`src/sv/arh_pkg.sv`:
```
`default_nettype none

package arh_pkg;

  localparam int WORD_W    = 64;
  localparam int REG_IDX_W = 2;
  localparam int DIV_CNT_W = $clog2(WORD_W);

  localparam logic [REG_IDX_W-1:0] REG_MODULUS     = 2'd0;
  localparam logic [REG_IDX_W-1:0] REG_BASE_WEIGHT = 2'd1;
  localparam logic [REG_IDX_W-1:0] REG_EDGE_MODE   = 2'd2;

  typedef struct packed {
    logic signed [31:0] attribute;
    logic signed [31:0] record_id;
    logic signed [31:0] partner_id;
    logic               last_attribute;
  } in_item_t;

  typedef struct packed {
    logic        [63:0] hash;
    logic signed [31:0] out_record_id;
    logic signed [31:0] out_partner_id;
    logic               modulus_error;
  } out_item_t;

  typedef struct packed {
    logic        [63:0] sum;
    logic        [63:0] modulus;
    logic signed [31:0] record_id;
    logic signed [31:0] partner_id;
  } work_t;

  typedef enum logic [1:0] {
    F_IDLE,
    F_MUL0,
    F_MUL1,
    F_ACC
  } front_state_t;

  typedef enum logic [1:0] {
    B_IDLE,
    B_DIV,
    B_DONE
  } back_state_t;

endpackage

`default_nettype wire

```
`src/sv/arh_back.sv`:
```
`default_nettype none

module arh_back (
  input  logic              clk,
  input  logic              rst,
  input  logic              q_empty,
  input  arh_pkg::work_t    q_data,
  output logic              q_pop,
  output logic              empty,
  input  logic              pop,
  output arh_pkg::out_item_t result
);
  import arh_pkg::*;

  back_state_t          state, state_next;
  logic [WORD_W-1:0]    rem;
  logic [WORD_W-1:0]    dvd;
  logic [WORD_W-1:0]    divisor;
  logic [DIV_CNT_W-1:0] cnt;
  logic                 err;
  logic signed [31:0]   rec_id;
  logic signed [31:0]   par_id;
  logic                 out_valid;

  logic              take;
  logic              load_out;
  logic              last_step;
  logic [WORD_W:0]   r_sh;
  logic [WORD_W:0]   r_sub;
  logic              fits;
  logic [WORD_W-1:0] rem_step;

  // restoring remainder, one dividend bit per cycle
  assign r_sh     = {rem, dvd[WORD_W-1]};
  assign r_sub    = r_sh - {1'b0, divisor};
  assign fits     = (r_sh >= {1'b0, divisor});
  assign rem_step = fits ? r_sub[WORD_W-1:0] : r_sh[WORD_W-1:0];
  assign last_step = (cnt == DIV_CNT_W'(WORD_W - 1));

  always_comb begin
    state_next = state;
    unique case (state)
      B_IDLE: begin
        if (!q_empty) state_next = (q_data.modulus == '0) ? B_DONE : B_DIV;
      end
      B_DIV: begin
        if (last_step) state_next = B_DONE;
      end
      B_DONE: begin
        if (!out_valid || pop) state_next = B_IDLE;
      end
      default: state_next = B_IDLE;
    endcase
  end

  always_comb begin
    take     = 1'b0;
    load_out = 1'b0;
    unique case (state)
      B_IDLE:  take = !q_empty;
      B_DIV:   take = 1'b0;
      B_DONE:  load_out = !out_valid || pop;
      default: take = 1'b0;
    endcase
  end

  assign q_pop = take;
  assign empty = !out_valid;

  always_ff @(posedge clk) begin
    if (rst) begin
      state     <= B_IDLE;
      out_valid <= 1'b0;
      cnt       <= '0;
    end else begin
      state <= state_next;
      if (load_out) out_valid <= 1'b1;
      else if (pop) out_valid <= 1'b0;
      if (take) cnt <= '0;
      else if (state == B_DIV) cnt <= cnt + 1'b1;
    end
  end

  always_ff @(posedge clk) begin
    if (take) begin
      rem     <= '0;
      dvd     <= q_data.sum;
      divisor <= q_data.modulus;
      err     <= (q_data.modulus == '0);
      rec_id  <= q_data.record_id;
      par_id  <= q_data.partner_id;
    end else if (state == B_DIV) begin
      rem <= rem_step;
      dvd <= {dvd[WORD_W-2:0], 1'b0};
    end
    if (load_out) begin
      result.hash           <= rem;
      result.out_record_id  <= rec_id;
      result.out_partner_id <= par_id;
      result.modulus_error  <= err;
    end
  end

endmodule

`default_nettype wire

```
`config.mk`:
```
export PLATFORM = sky130hd
export DESIGN_NAME = arh_back
export DESIGN_NICKNAME = d
export VERILOG_FILES = /design/src/sv/arh_pkg.sv /design/src/sv/arh_back.sv
export SDC_FILE = /design/constraint.sdc
export NUM_CORES = 1
export LEC_CHECK = 0
export ABC_AREA = 1
export BUFFER_PORTS_ARGS = -buffer_cell sky130_fd_sc_hd__buf_4
export CAP_MARGIN = 20
export CORE_ASPECT_RATIO = 1.75
export CORE_MARGIN = 2
export CORE_UTILIZATION = 57
export CTS_CLUSTER_DIAMETER = 100
export DETAILED_ROUTE_END_ITERATION = 12
export GPL_TIMING_DRIVEN = 0
export PLACE_DENSITY = 0.77
export SYNTH_ARGS = -nofsm -noshare
export SYNTH_HDL_FRONTEND = slang
export SYNTH_SLANG_ARGS = --single-unit
```
`constraint.sdc`:
```
create_clock -name clk -period 8.31 [get_ports clk]
set_input_delay 0.831 -clock clk [delete_from_list [all_inputs] [get_ports clk]]
set_output_delay 0.831 -clock clk [all_outputs]
set_load 0.01 [all_outputs]
```
======== After elaboration in Yosys (flattened, before gate mapping) ========
Cells that the tools add are included.
operators by class
  add/sub/neg operators ................... 2
  order comparisons ....................... 1
  equal/unequal tests ..................... 6
  mux-type cells .......................... 12
  reduce and logical (&&, ||, !) cells .... 9
operators with widths
  kind                   number
  $mux W64               3
  $ge A65 B64 Y1         1
  $logic_not A64 Y1      1
  $sub A64 B64 Y64       1
  $mux W2                4
  $add A6 B1 Y6 const B  1
  $eq A6 B6 Y1 const B   1
  $ne A2 B2 Y1 const B   3
  $pmux W2 S3            1
  $mux W1                4
  $reduce_bool A2 Y1     2
  $reduce_and A3 Y1      1
  $eq A2 B1 Y1 const B   1
  $eq A2 B2 Y1 const B   1
  $logic_not A1 Y1       2
  $logic_not A2 Y1       1
  $reduce_or A2 Y1       1
  $logic_or A1 B1 Y1     1
storage, ports and cells
  register bits ........................... 395
  output and inout bits ................... 131
  logic and storage cells ................. 43

======== Longest topological paths before layout ========
  depth in word-level cells ............... 4
  mapped depth ............................ 19
  depth with buffers taken out ............ 19

======== Least setup slack after synthesis ========
No wires, ideal clock.
  kind .................................... input to register
  start ................................... in pop
  end ..................................... reg result[0] (netlist name), enable pin
  setup time .............................. 0.620 ns
  data arrival time ....................... 6.258 ns
  required time ........................... 7.690 ns
  path slack .............................. 1.432 ns
  cell stages on the path ................. 2
  buffers on the path ..................... 0
  path through ............................ nor2_1 > nor2_1
on the way
  cells in the longest elaborated chain, start to end .. 2
RTL lines
  item                line            RTL
  start, declared     arh_back.sv:10  input logic pop,
  $logic_or A1 B1 Y1  arh_back.sv:62  B_DONE: load_out = !out_valid || pop;
  $mux W1             arh_back.sv:59  unique case (state)
  named net load_out  arh_back.sv:26  logic load_out;
  end, declared       arh_back.sv:11  output arh_pkg::out_item_t result
The timed path passes the listed nets, and every way through them passes these cells.
A chain may end at the register's enable or synchronous reset.

======== Final worst setup path ========
  start ................................... reg rem[6]
  end ..................................... reg rem[60]
on the way
  cells in the longest elaborated chain, start to end .. 2
  elaborated cells between the ends (all ways) .. 3
RTL lines
  item                                                       line                            RTL
  start, declared                                            arh_back.sv:16                  logic [WORD_W-1:0] rem;
  start signal, assigned                                     arh_back.sv:93                  rem <= rem_step;
  $sub A64 B64 Y64 / $ge A65 B64 Y1 (equally long branches)  arh_back.sv:35, arh_back.sv:36
  $mux W64 (*)                                               arh_back.sv:37                  assign rem_step = fits ? r_sub[WORD_W-1:0] : r_sh[WORD_W-1:0];
Mark *: on every way between the ends. The rest lies on a longest branch, timed or not.

==> impl_metrics.csv <==
group,metric,value,unit
status,status,"complete, no violations",
yosys,yosysTopAreaCellShare,0.472,
worst_setup_path,crit_slowest_cell,"ha_1",
worst_setup_path,slowest_delay,0.39,ns
job,drv_cap,0,
power_and_ir_drop,clkPwrFrac,0.230,
power_and_ir_drop,switching_share,0.401,
yosys,syn_area_per_cell,8.39,sq um
power_and_ir_drop,seqPwrFrac,0.369,
sta,fin_crit_sh,0.392,
power_and_ir_drop,cellPowerDensity,287,nW/um^2
die,die_h,255,um
yosys,yosysUniqueCellTypes,39,
yosys,synthFlopType,"edfxtp_1",
global_route,grt_max_degree,74,
yosys,netlist_top_cells_area,"edfxtp_1 (47%), nand2_1 (17%), inv_1 (8.1%)",
clocking,cts_tree,"built",
worst_setup_path,endpoint_kind,"flip-flop",
routing,ant_nets,0,
clocking,cts_hold_buf,0,
die,rows,91,
clocking,cts_setup_buffers,0,
global_route,grt_pass1_wl,103,mm
routing,vias,17912,
die,start_util,0.580,
layout,area_delta_synth_final,21.2,%
global_route,first_global_vias,18117,
worst_setup_path,cpLargestDelayFamily,"simple AND/OR/NAND/NOR gates",
power_and_ir_drop,ir_drop,0.219,mV
sta,hold_viol_final,0,
clocking,clock_latency,0.56,ns
worst_setup_path,worstPathRequired,8.74,ns
placed_design,place_ws,5.09,ns
yosys,seq_area_frac_synth,0.544,
worst_setup_path,startpoint_type,"flip-flop",
sta,tightest_slew,1.11,ns
sta,hold-worst-slack,0.420,ns
power_and_ir_drop,p_sw,2.86,mW
worst_setup_path,path_cells,"ha_1 > nand2_1 > nor2_2 > nand3_1 > nand3_2 > nand2_1 > nand2_2 > nand2_1 > nand2_2 > nand2_4 > nand2_4 > buf_4 > nand3_1 > nand2_1 > nand2_1",
routing,vias_per_cell,5.42,
global_route,gr-total-overflow,0,
clocking,cts_sinks,395,
routing,wl_per_cell,21.4,um
clocking,cts_buffer_depth,3,
worst_setup_path,path_buf_inv,1,
worst_setup_path,path_class,"reg -> reg",
die,die_w,147,um
layout,drive_above_1_share,0.164,
die,ioPinCount,327,
yosys,synth_edf_count,322,
power_and_ir_drop,combPwrFrac,0.401,
sta,setup_slack,5.05,ns
sta,rsz0062_at_grt,"false",
placed_design,routabilityCongestion,1.03,
sta,slew_headroom,0.257,
yosys,yosys_register_bits,395,
global_route,grt_antenna_before_repair,2,
routing,firstDrtPassIters,8,
layout,final_nets,3072,
die,core,35300,sq um
sta,fmax,307,MHz
yosys,yosysMostFrequentCell,"nand2_1",
power_and_ir_drop,p_total,7.12,mW
clocking,post_cts_resized,0,
yosys,synth_fp_nets,2701,
min_path,hold_class,"reg -> reg",
sta,maxSlewViolCount,0,
placed_design,portBuffers,326,
yosys,synth_cells,2439,
sta,finalCriticalPeriod,3.26,ns
worst_setup_path,cp_common_cell,"nand2_1",
yosys,async_reset_ff_frac,0,
sta,finalSetupViolations,0,
yosys,synthesis.area,20500,sq um
yosys,yosys-top-cells-count,"nand2_1 (935), inv_1 (441), edfxtp_1 (322)",
routing,drt_first_iter_violations,1419,
die,die_area,37500,sq um
clocking,ctsHtreeMaxLevel,2,
worst_setup_path,cp_max_fo,10,
yosys,yosysWarningCount,0,
routing,wl,70.8,mm
clocking,root_buffer,"clkbuf_16",
clocking,clk_pin_slew,0.07,ns
global_route,track_usage,0.373,
placed_design,dp_hpwl,54.4,mm
power_and_ir_drop,internal-power,4.26,mW
yosys,synth_top_cell_by_area,"edfxtp_1",
power_and_ir_drop,power.leakage,12.2,nW
sta,skew,0.0245,ns
worst_setup_path,arrival,3.69,ns
routing,drc,0,
clocking,cts_buffers,35,
==> power by group through the flow <==
| stage | clock [mW] | combinational, mW | sequential, mW |
|---|---|---|---|
| 4_1_cts | 1.63 | 2.78 | 2.62 |
| 2_1_floorplan | 0 | 1.78 | 2.61 |
| 3_5_place_dp | 0 | 2.73 | 2.65 |
| 6_report | 1.64 | 2.86 | 2.63 |
| 3_3_place_gp | 0 | 2.64 | 2.66 |
| 5_1_grt | 1.70 | 3.07 | 2.64 |
==> worst register-to-register path, stage by stage (launching register included) <==
cell,delay [ns]
dfxtp_1,0.37
ha_1,0.39
nand2_1,0.18
nor2_2,0.39
nand3_1,0.15
nand3_2,0.21
nand2_1,0.09
nand2_2,0.12
nand2_1,0.09
nand2_2,0.10
nand2_4,0.09
nand2_4,0.19
buf_4,0.28
nand3_1,0.28
nand2_1,0.15
nand2_1,0.05
==> metal layers <==
metal / up-vias / GRT usage / routed length, um / share of wire
li1: 8411 / - / - / -
met1: 8145 / 0.344 / 21500 / 0.30
met2: 1030 / 0.710 / 37400 / 0.53
met3: 326 / 0.0590 / 4830 / 0.068
met4: 0 / 0.307 / 7070 / 0.10
met5: - / 0 / 0 / 0
==> path summary, 6_finish.rpt <==
check | startpoint | endpoint | slack, ns | cells past startpoint
min reg2reg | rec_id[0] | result[33] | 0.42 | 0
max reg2reg | rem[6] | rem[60] | 5.05 | 15
max | rem[6] | rem[60] | 5.05 | 15
min | rec_id[0] | result[33] | 0.42 | 0
==> through the flow <==
step | utilization | TNS [ns] | instance area, sq um | cells
5_1_grt | 0.703 | 0 | 24800 | 3303
4_1_cts | 0.702 | 0 | 24800 | 3301
3_5_place_dp | 0.670 | 0 | 23700 | 3237
2_1_floorplan | - | 0 | 20500 | 2439
3_3_place_gp | 0.666 | -100.84 | 23500 | 3230
6_report | 0.703 | 0 | 24800 | 3304
==> placed cells by master, fill, tap and decap left out, types with 13 or more instances in the layout <==
cell	n
inv_1	441
dfxtp_1	73
buf_4	329
xnor2_1	31
a21oi_1	58
nand2_1	935
edfxtp_1	322
o21ai_0	28
nor3_1	15
nor2_1	135
nand4_1	16
ha_1	65
o21ai_1	13
buf_2	13
clkbuf_16	36
nand3_1	138
nor2_2	16
nand3b_1	36
clkbuf_1	22
==> registers in the layout, summed over array words and instances, names as in the netlist <==
name,cells
divisor,64
rec_id,32
par_id,32
cnt,6
rem,64
out_valid,1
state,2
dvd,64
result,129
err,1
==> layout make-up <==
type / count / area (sq um)
Antenna cell: 2 / 5.00
Fill cell: 2579 / 10500
Multi-Input combinational cell: 1553 / 7400
Buffer: 46 / 280
Clock inverter: 16 / 148
Timing Repair Buffer: 334 / 2600
Inverter: 445 / 1670
Tap cell: 465 / 582
Clock buffer: 48 / 986
Sequential cell: 395 / 11100
==> kinds of logic (layout without fill, tap and decap cells) <==
logic type | after synthesis | in the layout | synth area share
other | 0 | 2 | 0
adder cells (fa/ha/maj) | 66 | 66 | 0.0407
buffers and inverters | 491 | 889 | 0.0949
AND/OR/NAND/NOR | 1337 | 1337 | 0.275
AO/OA/AOI/OAI | 116 | 116 | 0.0306
flip-flops | 395 | 395 | 0.544
XOR/XNOR | 34 | 34 | 0.0145
Power figures use the tool's default switching activity.
