--- src/sv/arh_pkg.sv ---
`default_nettype none

package arh_pkg;

  localparam int WORD_W    = 64;
  localparam int REG_IDX_W = 2;
  localparam int DIV_CNT_W = $clog2(WORD_W);

  localparam logic [REG_IDX_W-1:0] REG_MODULUS     = 2'd0;
  localparam logic [REG_IDX_W-1:0] REG_BASE_WEIGHT = 2'd1;
  localparam logic [REG_IDX_W-1:0] REG_EDGE_MODE   = 2'd2;

  typedef struct packed {
    logic signed [31:0] attribute;
    logic signed [31:0] record_id;
    logic signed [31:0] partner_id;
    logic               last_attribute;
  } in_item_t;

  typedef struct packed {
    logic        [63:0] hash;
    logic signed [31:0] out_record_id;
    logic signed [31:0] out_partner_id;
    logic               modulus_error;
  } out_item_t;

  typedef struct packed {
    logic        [63:0] sum;
    logic        [63:0] modulus;
    logic signed [31:0] record_id;
    logic signed [31:0] partner_id;
  } work_t;

  typedef enum logic [1:0] {
    F_IDLE,
    F_MUL0,
    F_MUL1,
    F_ACC
  } front_state_t;

  typedef enum logic [1:0] {
    B_IDLE,
    B_DIV,
    B_DONE
  } back_state_t;

endpackage

`default_nettype wire

--- src/sv/arh_fifo.sv ---
`default_nettype none

module arh_fifo #(
  parameter int DEPTH = 2
) (
  input  logic           clk,
  input  logic           rst,
  input  logic           wr,
  input  arh_pkg::work_t wr_data,
  output logic           is_full,
  input  logic           rd,
  output arh_pkg::work_t rd_data,
  output logic           is_empty
);
  import arh_pkg::*;

  localparam int PTR_W = $clog2(DEPTH);
  localparam int CNT_W = $clog2(DEPTH + 1);

  work_t            entries [DEPTH];
  logic [PTR_W-1:0] wr_ptr;
  logic [PTR_W-1:0] rd_ptr;
  logic [CNT_W-1:0] count;

  logic do_wr;
  logic do_rd;

  assign is_full  = (count == CNT_W'(DEPTH));
  assign is_empty = (count == '0);
  assign do_wr    = wr && !is_full;
  assign do_rd    = rd && !is_empty;
  assign rd_data  = entries[rd_ptr];

  always_ff @(posedge clk) begin
    if (rst) begin
      wr_ptr <= '0;
      rd_ptr <= '0;
      count  <= '0;
    end else begin
      if (do_wr) wr_ptr <= (wr_ptr == PTR_W'(DEPTH - 1)) ? '0 : wr_ptr + 1'b1;
      if (do_rd) rd_ptr <= (rd_ptr == PTR_W'(DEPTH - 1)) ? '0 : rd_ptr + 1'b1;
      if (do_wr && !do_rd) count <= count + 1'b1;
      else if (do_rd && !do_wr) count <= count - 1'b1;
    end
  end

  always_ff @(posedge clk) begin
    if (do_wr) entries[wr_ptr] <= wr_data;
  end

endmodule

`default_nettype wire

--- config.mk ---
export PLATFORM = sky130hd
export DESIGN_NAME = arh_fifo
export DESIGN_NICKNAME = d
export VERILOG_FILES = /design/src/sv/arh_pkg.sv /design/src/sv/arh_fifo.sv
export SDC_FILE = /design/constraint.sdc
export NUM_CORES = 1
export LEC_CHECK = 0
export ABC_AREA = 1
export BUFFER_PORTS_ARGS = -buffer_cell sky130_fd_sc_hd__clkbuf_2
export CORE_ASPECT_RATIO = 1.5
export CORE_MARGIN = 2
export CORE_UTILIZATION = 45
export CTS_CLUSTER_SIZE = 25
export DETAILED_ROUTE_END_ITERATION = 7
export GPL_ROUTABILITY_DRIVEN = 1
export PLACE_DENSITY_LB_ADDON = 0.25
export SETUP_SLACK_MARGIN = 0.3
export SYNTH_ARGS = -nofsm -noshare
export SYNTH_HDL_FRONTEND = slang
export SYNTH_SLANG_ARGS = --single-unit
export TNS_END_PERCENT = 50
--- constraint.sdc ---
create_clock -name clk -period 24.7 [get_ports clk]
set_input_delay 3.705 -clock clk [delete_from_list [all_inputs] [get_ports clk]]
set_output_delay 3.705 -clock clk [all_outputs]
set_load 0.01 [all_outputs]
== Word-level counts from Yosys, hierarchy flattened ==
Memory sizes are Yosys's and may differ from the RTL's. A register that Yosys moved wholly into a read port is not among the register bits.
Index checks and enable logic that the tools add are counted.

* Register bits: 4
* Latch bits: 0
* Memory bits (writable): 384
* ROM bits: 0
* Memories kept: 1

{| class="wikitable"
|+ Memory list
! memory !! depth !! width !! read ports !! clocked after memory_dff !! wr ports !! RTL line !! source
|-
| entries || 2 || 192 || 1 || 1 || 1 || arh_fifo.sv:20 || <nowiki>work_t entries [DEPTH];</nowiki>
|}

* $add $sub $neg: 4
* Multipliers: 0
* Divide/modulo/power cells: 0
* Magnitude comparators: 0
* Equality and inequality tests: 1
* Shifts and indexed selects: 0
* Multiplexer cells: 8
* Bitwise logic cells: 0
* Reduce and logical (&&, ||, !) cells: 10

{| class="wikitable"
|+ Operator list
! cell !! count
|-
| $mux 1 || 6
|-
| $logic_and 1x1->1 || 4
|-
| $logic_not 1->1 || 4
|-
| $mux 2 || 2
|-
| $add 1x1->1 const B || 2
|-
| $add 2x1->2 const B || 1
|-
| $eq 2x2->1 const B || 1
|-
| $logic_not 2->1 || 1
|-
| $reduce_bool 2->1 || 1
|-
| $sub 2x1->2 const B || 1
|}

== Longest topological paths before layout ==
Gate-level depths: netlist (run 1).

* Word-level depth: 7
* Mapped depth: 10
* Depth with buffers taken out: 10

== Worst setup path before layout (run 1) ==
OpenSTA, ideal clock, no wires.

* Path kind: input -> register
* Start point: input port wr
* End point: memory entries[0][0] in the netlist's numbering, enable pin
* Library setup time: 0.747 ns
* Arrival: 11.771 ns
* Path slack: 12.182 ns
* Cell stages on the path: 2
* Buffers on the path: 0
* Path through: o21ai_1 -> nor2_1

* Word-level cells in the longest chain between the ends: 3

{| class="wikitable"
|+ RTL lines
! what !! RTL line !! source
|-
| start: declaration || arh_fifo.sv:8 || <nowiki>input logic wr,</nowiki>
|-
| $logic_and 1x1->1 || arh_fifo.sv:30 || <nowiki>assign do_wr = wr && !is_full;</nowiki>
|-
| $mux 1 || arh_fifo.sv:48 || <nowiki>if (do_wr) entries[wr_ptr] <= wr_data;</nowiki>
|-
| $mux 1 (implied by the code) || arh_fifo.sv:48 ||
|-
| end: declaration || arh_fifo.sv:20 ||
|}

No other way between the ends.

==> results.yml, run 1 <==
power:
  p_int_mw: 1.338
  peakVddDrop_mv: 0.07501
  switchingPower_mw: 0.4639
  pwr-share-comb: 0.209
  power.leakage_nw: 6.643
  power.share.switching: 0.2575
  pwr-share-seq: 0.479
  p_per_area_mw_per_mm2: 102.0
  power.total_mw: 1.802
  p_clk_frac: 0.311
grt:
  grtUsageMet1: 0.1646
  grt_use_met2: 0.3018
  grt_pass1_vias: 7731
  track_usage: 0.1657
  use_met3: 0.04990
  grt_antenna_before_repair: 6
  busiest_layer: "met2"
  grt_pass1_wl_mm: 41.35
  grt_max_degree: 78
  grt_overflow_total: 0
clock_tree:
  clkTransAtPathRegs_ps: 60
  worstSkewPairLatency_ps: 520
  cts-buffers-inserted: 36
  cts_htree_levels: 2
  hold_buffers: 0
  clock_path_buffers: 3
  cts_resized: 0
  clock_sinks: 389
  cts_post_setup_buffers_inserted: 0
  cts_tree: "yes"
  root_buffer: "clkbuf_16"
logic_synthesis:
  synth_area_sq_mm: 0.01417
  ys_warn_count: 0
  synth_area_per_cell_sq_um: 22.34
  synth_area_leaders: "edfxtp_1, mux2_2, buf_6, dfxtp_1, inv_1"
  synth_fp_nets: 831
  yosys.area.top_type: "edfxtp_1"
  ys_seq_elements: 389
  synth_seq_area_share: 0.8211
  ys_types: 15
  syn_inst: 634
  synth.top_cell.area_share: 0.8140
sta:
  fin_crit_sh: 0.2684
  setup_viol: 0
  finClkSkew_ps: 13.07
  tns_ps: 0
  fmax_mhz: 150.8
  hold_violations: 0
  grt_setup_unrepaired: "false"
  min_period_ps: 6630
  slew_headroom: 0.2908
  holdWs_ps: 550.3
  worstMarginPinSlew_ps: 1064
  slew_viol_final: 0
placement:
  dpl.hpwl_mm: 18.81
  gp_congestion: 0.7636
  place_area_sq_mm: 0.01647
  dp_cells: 1415
  io_buffers: 389
cells_and_area:
  final_area_sq_mm: 0.01767
  drive_above_1_share: 0.5961
  mostFrequentLayoutCell: "clkbuf_2"
  area_delta_synth_final_pct: 24.72
  final_net_count: 1245
  final_cell_mix: "clkbuf_2, edfxtp_1, mux2_2, clkbuf_16, inv_1"
  fillers: 2460
  fin_cells: 1483
routing:
  vias_per_cell: 4.893
  via_count: 7257
  firstDrtPassIters: 4
  first_iter_violations: 352
  wl_per_cell_microns: 18.90
  drc: 0
  antenna_left: 0
  drt-total-wl_mm: 28.03
die:
  core-area_sq_mm: 0.03104
  die_w_microns: 148.9
  rows: 79
  fp.dieArea_sq_mm: 0.03294
  ios: 390
  initial_core_util: 0.4564
  die_h_microns: 221.3
min_path:
  hold_path.class: "reg -> reg"
  hold_path_depth: 2
  worstHoldStart: "wr_ptr"
  holdPathEnd: "wr_ptr"
run_status:
  status: "finished, final reports clean"
worst_setup_path:
  cp_data_required_time_ps: 21000
  reg2reg_depth: 4
  crit_type: "reg -> out"
  endpoint_kind: "output port"
  r2r_slack_ps: 21790
  worst_setup_path_start_kind: "register"
  reg2reg_to: "entries[1][65]"
  arrival_ps: 2930
  crit_fanout: 74
  reg2reg_from: "count[0]"
run:
  maxCapViolCount: 0
-- metal layers --
layer | wire [microns] | vias to the layer above
li1 | - | 3349
met1 | 9269 | 3532
met2 | 15090 | 298
met3 | 2238 | 78
met4 | 1438 | 0
met5 | 0 | -
-- stage by stage --
stage                     worst slack, ps    util
after global routing                17890  0.5693
after detailed placement            18430  0.5306
after CTS                           18000  0.5688
after floorplan                     12180       -
final                               18070  0.5693
after global placement              18430  0.5306
-- kinds of logic (layout without fill, tap and decap cells) --
kind of cell / after synthesis / after routing / share of synthesized area
AO/OA/AOI/OAI: 6 / 6 / 0.002119
flip-flops: 389 / 389 / 0.8211
other: 0 / 6 / 0
buffers and inverters: 30 / 468 / 0.01864
multiplexers: 192 / 192 / 0.1526
adder cells (fa/ha/maj): 1 / 1 / 0.0008831
AND/OR/NAND/NOR: 16 / 16 / 0.004681
-- Yosys cell counts --
library cell  number
edfxtp_1         384
mux2_2           192
buf_6             20
inv_1              9
nor2_1             9
dfxtp_1            5
nand2_1            4
o21ai_0            4
a21oi_1            1
and2_1             1
buf_2              1
ha_1               1
nand3_1            1
nand4_1            1
o21ai_1            1
-- critical path, stage by stage (launching register included) --
cell	delay [ps]
dfxtp_4	850
buf_4	840
mux2_2	420
clkbuf_2	150
-- power by group through the flow --
stage          combinational, mW  sequential (mW)  clock, mW
2_1_floorplan              0.251            0.893          0
3_3_place_gp               0.384            0.874          0
3_5_place_dp               0.385            0.880          0
4_1_cts                    0.387            0.866      0.577
5_1_grt                    0.408            0.873      0.600
6_report                   0.377            0.864      0.561
-- cell type report --
type / instances / area [sq um] / area share
inverters: 9 / 33.78 / 0.001912
repair buffers: 397 / 2007 / 0.1136
clock buffers: 44 / 952.2 / 0.05389
flip-flops and latches: 389 / 11630 / 0.6585
clock inverters: 18 / 232.7 / 0.01317
diodes: 6 / 15.01 / 0.0008498
well taps: 405 / 506.7 / 0.02868
multi-input cells: 215 / 2286 / 0.1294
-- registers in the layout (all words and copies together) (netlist names), named ones only --
signal / flops
rd_ptr: 1
wr_ptr: 1
entries: 384
count: 2
-- worst max-delay path by stage --
stage / end / slack [ps] / depth (start not counted)
6_report: rd_data[51] / 18070 / 3
5_1_grt: rd_data[152] / 17890 / 3
4_1_cts: rd_data[51] / 18000 / 3
3_5_place_dp: entries[1][119] / 18430 / 5
3_3_place_gp: entries[1][64] / 18430 / 5
2_1_floorplan: entries[0][0] / 12180 / 2
Note: power is estimated with default switching activity, not from simulation.
==> inputs of run 2 (changes only) <==
clock period = 5.35 ns   (was 24.7 ns; I/O delays follow)
==> results.yml, run 2 (synthesized netlist as in run 1, its figures left out) <==
cells_and_area:
  largest-register: "entries"
  final_net_count: 1245
  area_delta_synth_final_pct: 25.00
  final_cell_mix: "clkbuf_2, edfxtp_1, mux2_2, clkbuf_16"
  largest_reg_flops: 384
  fillers: 2456
  mostFrequentLayoutCell: "clkbuf_2"
  reg.largest.list: "entries: 384 flops, count: 2 flops"
  final_area_sq_mm: 0.01771
  drive_above_1_share: 0.5987
  fin_cells: 1482
clock_tree:
  cts-buffers-inserted: 37
  clock_path_buffers: 3
  cts_tree: "yes"
  clkTransAtPathRegs_ps: 60
  root_buffer: "clkbuf_16"
  cts_resized: 0
  worstSkewPairLatency_ps: 520
  hold_buffers: 0
  clock_sinks: 389
  cts_post_setup_buffers_inserted: 0
  cts_htree_levels: 2
worst_setup_path:
  arrival_ps: 2570
  reg2reg_from: "count[0]"
  cp_data_required_time_ps: 4550
  reg2reg_to: "entries[1][49]"
  worst_setup_path_start_kind: "register"
  r2r_slack_ps: 3260
  reg2reg_depth: 3
  critical_path.slowest_cell: "dfxtp_4"
  crit_fanout: 74
  endpoint_kind: "output port"
  path_cells: "buf_12 -> mux2_2 -> clkbuf_2"
  slowest_delay_ps: 980
  crit_type: "reg -> out"
power:
  p_per_area_mw_per_mm2: 471.5
  power.leakage_nw: 6.665
  pwr-share-comb: 0.208
  peakVddDrop_mv: 0.3060
  pwr-share-seq: 0.481
  power.share.switching: 0.2584
  p_clk_frac: 0.312
  switchingPower_mw: 2.157
  p_int_mw: 6.192
  power.total_mw: 8.349
placement:
  io_buffers: 389
  gp_congestion: 0.7724
  dp_cells: 1414
  dpl.hpwl_mm: 19.32
  place_area_sq_mm: 0.01650
grt:
  track_usage: 0.1697
  grt_antenna_before_repair: 4
  grt_pass1_wl_mm: 42.06
  grt_max_degree: 153
  grt_pass1_vias: 7637
  grt_overflow_total: 0
sta:
  setup_viol: 0
  slew_viol_final: 0
  hold_violations: 0
  worstMarginPinSlew_ps: 1071
  grt_setup_unrepaired: "false"
  holdWs_ps: 473.1
  fmax_mhz: 296.5
  min_period_ps: 3373
  finClkSkew_ps: 10.51
  tns_ps: 0
  fin_crit_sh: 0.6305
  slew_headroom: 0.2862
die:
  initial_core_util: 0.4564
  fp.dieArea_sq_mm: 0.03294
  die_h_microns: 221.3
  core-area_sq_mm: 0.03104
  rows: 79
  ios: 390
  die_w_microns: 148.9
min_path:
  worstHoldStart: "wr_data[190]"
  hold_path.class: "in -> reg"
  hold_path_depth: 1
  holdPathEnd: "entries[0][190]"
routing:
  firstDrtPassIters: 4
  drc: 0
  drt-total-wl_mm: 28.99
  antenna_left: 0
  first_iter_violations: 307
  via_count: 7295
  vias_per_cell: 4.922
  wl_per_cell_microns: 19.56
run:
  maxCapViolCount: 0
run_status:
  status: "finished, final reports clean"
[run 2: worst max path at each step]
stage                   from             to  slack, ps  cells after the start
floorplan                 wr  entries[0][0]      -1030                      2
global placement    register   rd_data[122]       2450                      3
detailed placement  register    rd_data[86]       2440                      3
CTS                 register   rd_data[174]       1890                      3
global route        register    rd_data[14]       1800                      3
finish              register   rd_data[174]       1980                      3
[run 2: area by class of cell]
class	count	area, sq um	share of cell area
diodes	3	7.507	0.0004239
clock inverters	24	261.5	0.01477
inverters	9	33.78	0.001908
repair buffers	396	2037	0.1150
flip-flops and latches	389	11630	0.6570
multi-input cells	215	2286	0.1291
clock buffers	41	940.9	0.05313
well taps	405	506.7	0.02862
[run 2: power by group through the flow]
stage / Sequential (mW) / Combinational [mW] / Clock, mW
finish: 4.01 / 1.73 / 2.60
global route: 4.05 / 1.87 / 2.80
CTS: 4.02 / 1.77 / 2.69
global placement: 4.06 / 1.75 / 0
detailed placement: 4.08 / 1.76 / 0
floorplan: 4.06 / 1.16 / 0
[run 2: per-stage QoR]
stage | setup slack [ps] | utilization
after floorplan | -1034 | -
after global placement | 2453 | 0.5316
after detailed placement | 2443 | 0.5316
after CTS | 1888 | 0.5703
after global routing | 1799 | 0.5705
final | 1977 | 0.5705
[run 2: critical path, delay by kind of cell (launching register included)]
family | cells | cell delay [ps]
flip-flops | 1 | 980
buffers and inverters | 2 | 570
multiplexers | 1 | 390
[run 2: routing by layer]
metal,vias to the layer above,GRT usage,routed length [microns]
li1,3347,-,-
met5,-,0,13
met3,64,0.05794,2609
met4,2,0.07189,988
met1,3591,0.1713,9740
met2,291,0.3133,15640
